[config.mk]
export PLATFORM = sky130hd
export DESIGN_NAME = tcs_ctrl
export DESIGN_NICKNAME = d
export VERILOG_FILES = /design/src/hdl/tcs_pkg.sv /design/src/hdl/tcs_ctrl.sv
export SDC_FILE = /design/constraint.sdc
export NUM_CORES = 1
export LEC_CHECK = 0
export BUFFER_PORTS_ARGS = -buffer_cell sky130_fd_sc_hd__buf_2
export CAP_MARGIN = 20
export CORE_MARGIN = 1
export CORE_UTILIZATION = 39
export CTS_CLUSTER_DIAMETER = 100
export DETAILED_ROUTE_END_ITERATION = 6
export GPL_TIMING_DRIVEN = 1
export PLACE_DENSITY = 0.77
export SLEW_MARGIN = 10
export SYNTH_ARGS = -nofsm -noshare
export SYNTH_HDL_FRONTEND = slang
export SYNTH_SLANG_ARGS = --single-unit
[constraint.sdc]
create_clock -name clk -period 1.6 [get_ports clk]
set_input_delay 0.08 -clock clk [delete_from_list [all_inputs] [get_ports clk]]
set_output_delay 0.08 -clock clk [all_outputs]
set_load 0.01 [all_outputs]
[src/hdl/tcs_pkg.sv]
package tcs_pkg;

  // Operation codes carried on the opcode field.
  localparam logic [2:0] OPC_PUT   = 3'd0;
  localparam logic [2:0] OPC_UP    = 3'd1;
  localparam logic [2:0] OPC_DOWN  = 3'd2;
  localparam logic [2:0] OPC_CLEAR = 3'd3;
  localparam logic [2:0] OPC_READ  = 3'd4;

  // Character codes with a meaning of their own.
  localparam logic [7:0] CH_BS    = 8'd8;
  localparam logic [7:0] CH_TAB   = 8'd9;
  localparam logic [7:0] CH_LF    = 8'd10;
  localparam logic [7:0] CH_CR    = 8'd13;
  localparam logic [7:0] CH_SPACE = 8'h20;
  localparam logic [7:0] CH_LAST  = 8'h7F;

  localparam logic [15:0] BLANK_CELL = 16'h0020;
  localparam int TAB_STEP = 4;

  typedef enum logic [3:0] {
    ST_INIT, ST_IDLE, ST_PUT, ST_SCROLL, ST_LASTBLANK, ST_UP, ST_SCAN, ST_CMP,
    ST_APPEND, ST_UPTAIL, ST_DOWN, ST_COPY, ST_CLEAR, ST_RD, ST_RD2
  } ctrl_state_t;

  typedef enum logic [3:0] {
    OP_NONE, OP_LATCH, OP_PUT, OP_UP_SAVE, OP_UP_STEP, OP_DOWN_STEP,
    OP_RD_ISSUE, OP_RD_CAPTURE, OP_VIEW_SYNC, OP_CLR_REGS
  } dp_op_t;

  typedef enum logic [2:0] {
    SW_NONE, SW_BLANK, SW_SCROLL, SW_LASTBLANK, SW_SCAN, SW_CMP, SW_APPEND, SW_COPY
  } sweep_t;

  typedef struct packed {
    dp_op_t op;
    sweep_t sweep;
  } dp_cmd_t;

  typedef struct packed {
    logic sweep_done;
    logic need_scroll;
    logic hist_gt_rows;
    logic hist_nonzero;
    logic viewing;
    logic cmp_eq;
  } dp_status_t;

endpackage

[src/hdl/tcs_ctrl.sv]
module tcs_ctrl (
  input  logic                clk,
  input  logic                rst_n,
  input  logic                start,
  input  logic [2:0]          opcode,
  input  tcs_pkg::dp_status_t st,
  output tcs_pkg::dp_cmd_t    cmd,
  output logic                busy,
  output logic                out_valid
);

  tcs_pkg::ctrl_state_t state_r, state_nxt;
  logic finish;
  logic out_valid_r;

  always_ff @(posedge clk) begin
    if (!rst_n) begin
      state_r     <= tcs_pkg::ST_INIT;
      out_valid_r <= 1'b0;
    end else begin
      state_r     <= state_nxt;
      out_valid_r <= finish;
    end
  end

  // Next state.
  always_comb begin
    state_nxt = state_r;
    unique case (state_r)
      tcs_pkg::ST_INIT: begin
        if (st.sweep_done) state_nxt = tcs_pkg::ST_IDLE;
      end
      tcs_pkg::ST_IDLE: begin
        if (start) begin
          case (opcode)
            tcs_pkg::OPC_PUT:   state_nxt = tcs_pkg::ST_PUT;
            tcs_pkg::OPC_UP:    state_nxt = tcs_pkg::ST_UP;
            tcs_pkg::OPC_DOWN:  state_nxt = tcs_pkg::ST_DOWN;
            tcs_pkg::OPC_CLEAR: state_nxt = tcs_pkg::ST_CLEAR;
            tcs_pkg::OPC_READ:  state_nxt = tcs_pkg::ST_RD;
            default:            state_nxt = tcs_pkg::ST_IDLE;
          endcase
        end
      end
      tcs_pkg::ST_PUT: begin
        state_nxt = st.need_scroll ? tcs_pkg::ST_SCROLL : tcs_pkg::ST_IDLE;
      end
      tcs_pkg::ST_SCROLL: begin
        if (st.sweep_done) state_nxt = tcs_pkg::ST_LASTBLANK;
      end
      tcs_pkg::ST_LASTBLANK, tcs_pkg::ST_COPY, tcs_pkg::ST_CLEAR: begin
        if (st.sweep_done) state_nxt = tcs_pkg::ST_IDLE;
      end
      tcs_pkg::ST_UP: begin
        if (!st.viewing) state_nxt = tcs_pkg::ST_SCAN;
        else state_nxt = st.hist_gt_rows ? tcs_pkg::ST_COPY : tcs_pkg::ST_IDLE;
      end
      tcs_pkg::ST_SCAN: begin
        if (st.sweep_done)
          state_nxt = st.hist_nonzero ? tcs_pkg::ST_CMP : tcs_pkg::ST_APPEND;
      end
      tcs_pkg::ST_CMP: begin
        if (st.sweep_done)
          state_nxt = st.cmp_eq ? tcs_pkg::ST_UPTAIL : tcs_pkg::ST_APPEND;
      end
      tcs_pkg::ST_APPEND: begin
        if (st.sweep_done) state_nxt = tcs_pkg::ST_UPTAIL;
      end
      tcs_pkg::ST_UPTAIL: begin
        state_nxt = st.hist_gt_rows ? tcs_pkg::ST_COPY : tcs_pkg::ST_IDLE;
      end
      tcs_pkg::ST_DOWN: state_nxt = tcs_pkg::ST_COPY;
      tcs_pkg::ST_RD:   state_nxt = tcs_pkg::ST_RD2;
      tcs_pkg::ST_RD2:  state_nxt = tcs_pkg::ST_IDLE;
    endcase
  end

  // Outputs.
  always_comb begin
    cmd.op    = tcs_pkg::OP_NONE;
    cmd.sweep = tcs_pkg::SW_NONE;
    finish    = 1'b0;
    unique case (state_r)
      tcs_pkg::ST_INIT: cmd.sweep = tcs_pkg::SW_BLANK;
      tcs_pkg::ST_IDLE: begin
        if (start) begin
          cmd.op = tcs_pkg::OP_LATCH;
          finish = (opcode != tcs_pkg::OPC_PUT) && (opcode != tcs_pkg::OPC_UP) &&
                   (opcode != tcs_pkg::OPC_DOWN) && (opcode != tcs_pkg::OPC_CLEAR) &&
                   (opcode != tcs_pkg::OPC_READ);
        end
      end
      tcs_pkg::ST_PUT: begin
        cmd.op = tcs_pkg::OP_PUT;
        finish = !st.need_scroll;
      end
      tcs_pkg::ST_SCROLL: cmd.sweep = tcs_pkg::SW_SCROLL;
      tcs_pkg::ST_LASTBLANK: begin
        cmd.sweep = tcs_pkg::SW_LASTBLANK;
        cmd.op    = tcs_pkg::OP_VIEW_SYNC;
        finish    = st.sweep_done;
      end
      tcs_pkg::ST_UP: begin
        if (!st.viewing) begin
          cmd.op = tcs_pkg::OP_UP_SAVE;
        end else begin
          cmd.op = tcs_pkg::OP_UP_STEP;
          finish = !st.hist_gt_rows;
        end
      end
      tcs_pkg::ST_SCAN:   cmd.sweep = tcs_pkg::SW_SCAN;
      tcs_pkg::ST_CMP:    cmd.sweep = tcs_pkg::SW_CMP;
      tcs_pkg::ST_APPEND: cmd.sweep = tcs_pkg::SW_APPEND;
      tcs_pkg::ST_UPTAIL: begin
        cmd.op = tcs_pkg::OP_UP_STEP;
        finish = !st.hist_gt_rows;
      end
      tcs_pkg::ST_DOWN: cmd.op = tcs_pkg::OP_DOWN_STEP;
      tcs_pkg::ST_COPY: begin
        cmd.sweep = tcs_pkg::SW_COPY;
        finish    = st.sweep_done;
      end
      tcs_pkg::ST_CLEAR: begin
        cmd.sweep = tcs_pkg::SW_BLANK;
        cmd.op    = tcs_pkg::OP_CLR_REGS;
        finish    = st.sweep_done;
      end
      tcs_pkg::ST_RD: cmd.op = tcs_pkg::OP_RD_ISSUE;
      tcs_pkg::ST_RD2: begin
        cmd.op = tcs_pkg::OP_RD_CAPTURE;
        finish = 1'b1;
      end
    endcase
  end

  assign busy      = (state_r != tcs_pkg::ST_IDLE);
  assign out_valid = out_valid_r;

endmodule

==> out/results.ini <==
[floorplan]
die_h_um=44.0
dieArea_sq_um=1940
core_sq_um=1580
fp-row-count=14
ios=21
initial_core_util_pct=43.7
fp.dieW_um=44.0

[cts]
clk_pin_slew_worst_paths_ps=40
numCtsBuffers=3
cts.sinks=5
cts_tree=built
cts-root-buf=clkbuf_4
cts_buffer_depth=2
cts-hold-fix-buffers=0
htree_levels=1
clk_latency_ps=250

[hold_path]
hp-class=primary input to flip-flop

[critical_path]
cp.required_ps=1520
critPathCaptureType=output port
rrSetupSlack_ps=60
timing.rr.start=state_r[2]
critPathKind=flip-flop to output port
r2r-end=out_valid
reg2reg_depth=7
critPathLaunch=state_r[2]
cp_max_fo=10
critPathArrivalTime_ps=1530
endpoint=cmd[3]
startpoint_type=flip-flop

[route]
wl_per_cell_um=15.9
drt_iter0_drc=66
drc=0
firstDrtPassIters=6
drtAntennaViolNets=0
vias=964
routed_wl_um=2370
routed_via_density=6.47

[final_layout]
syn_to_final_growth_pct=44.3
nFillCells=126
layout-drive-gt1-share_pct=42.1
num-nets-final=146
final_common_cell=buf_2
layout_common_cells=buf_2 (20), buf_4 (14), nand2_1 (9)
antenna_cells=0

[job]
maxCapViolations=0

[logic_synthesis]
synth-main-ff-cell=dfxtp_1
yosysWarnings=0
synthesis.area_sq_um=689
async_flop_share_pct=0
syn_inst=100
synth_edf_count=0
synth_fp_nets=112
synth_seq_cells=5
synth.avg_cell_area_sq_um=6.89
ys_types=42
ys_seq_area_share_pct=14.5

[grt]
grt_pass1_vias=903
grtUsageTotal_pct=25.2
grt_max_degree=14
antenna_found_initial=0
overflow=0
grt_pass1_wl_um=3700

[placed_design]
place.port_buffers=20
dp_hpwl_um=1640
gp_congestion=0.926

[power_and_ir_drop]
power.leakage_nw=0.441
powerDensity_nw_per_um2=1470
peakVddDrop_v=0.000624

[timing]
setup_viol=1
post-route-period-util_pct=100
worst_pin_slew_ps=365
fmax_mhz=622
final.setup.worst_slack_ps=-7.83
skew_ps=3.28
hold_violations=0
rsz0062_at_grt=true
whs_ps=146
setup_tns_ps=-7.83
slew_headroom_pct=75.6
slew_viol_final=0
min_period_ps=1610

[status]
violations=negative setup slack
status=finished, violations left

worst min path at each step:
stage | endpoint | cells after the start | startpoint | slack [ps]
after CTS | out_valid | 2 | rst_n | 140
after global routing | out_valid | 2 | rst_n | 150
after global placement | out_valid | 2 | rst_n | 390
after detailed placement | out_valid | 2 | rst_n | 400
after floorplan | out_valid | 1 | rst_n | 210
final | out_valid | 2 | rst_n | 150
final cells by class:
class                   instances  area (sq um)  area share, %
inverters                       4          17.5           1.76
clock buffers                   4          26.3           2.64
multi-input cells              82           571           57.4
repair buffers                 38           250           25.2
flip-flops and latches          5           110           11.1
well taps                      16          20.0           2.01
cells by family (layout without fill, tap and decap cells):
kind of cell	after synthesis	in the layout	synth area share, %
DFF	5	5	14.5
AOI/OAI and AO/OA	43	43	46.5
and+or+nand+nor	39	39	30.1
buffers and inverters	13	46	8.89
registers in the layout, indices dropped and copies added, names as in the netlist:
name	flops
state_r	4
out_valid	1
per-layer routing:
layer	part of all wire (%)	wire length (um)	global-route usage, %	vias up
li1	-	-	-	454
met1	40	948	31.0	441
met2	50	1190	41.2	65
met3	8.8	208	4.08	4
met4	1.3	32	15.2	0
met5	0	0	0	-
power breakdown:
group	internal [W]	switching, W
Combinational	0.000514	0.000573
Clock	0.0000944	0.0000532
Sequential	0.000175	0.0000584
Total	0.000782	0.000685
synth_stat cells, types with 3 or more instances:
cell type  n  share of area [%]
nand2_1    9                4.9
o21ai_0    9                6.5
nor2_1     7                3.8
nor2b_1    7                6.4
a21oi_1    6                4.4
dfxtp_1    5                 15
buf_2      4                2.9
clkbuf_1   4                2.2
inv_1      4                2.2
o2bb2ai_1  3                3.8
metrics by stage:
stage	worst slack [ps]	total power, W	instance area, sq um	utilization (%)	cells
final	-7.83	0.00147	995	63.1	149
after global routing	-48.1	0.00156	995	63.1	149
after CTS	1.96	0.00134	943	59.8	148
after detailed placement	23.1	0.00111	868	55.1	141
after global placement	56.2	0.00108	868	55.1	141
after floorplan	-35.7	0.000805	696	-	100
critical path, cell delays in order, from the launching register on:
cell and delay, ps:
dfxtp_4 370, buf_6 150, inv_4 70, a21oi_1 60
or4_1 400, o21ai_1 90, buf_2 140
repair_timing:
action                     in CTS  in global routing
pin swaps                       0                  1
setup buffers                   3                  1
setup endpoints to repair       7                 10
gates resized for setup        13                 13
Note: power is estimated with default switching activity, not from simulation.
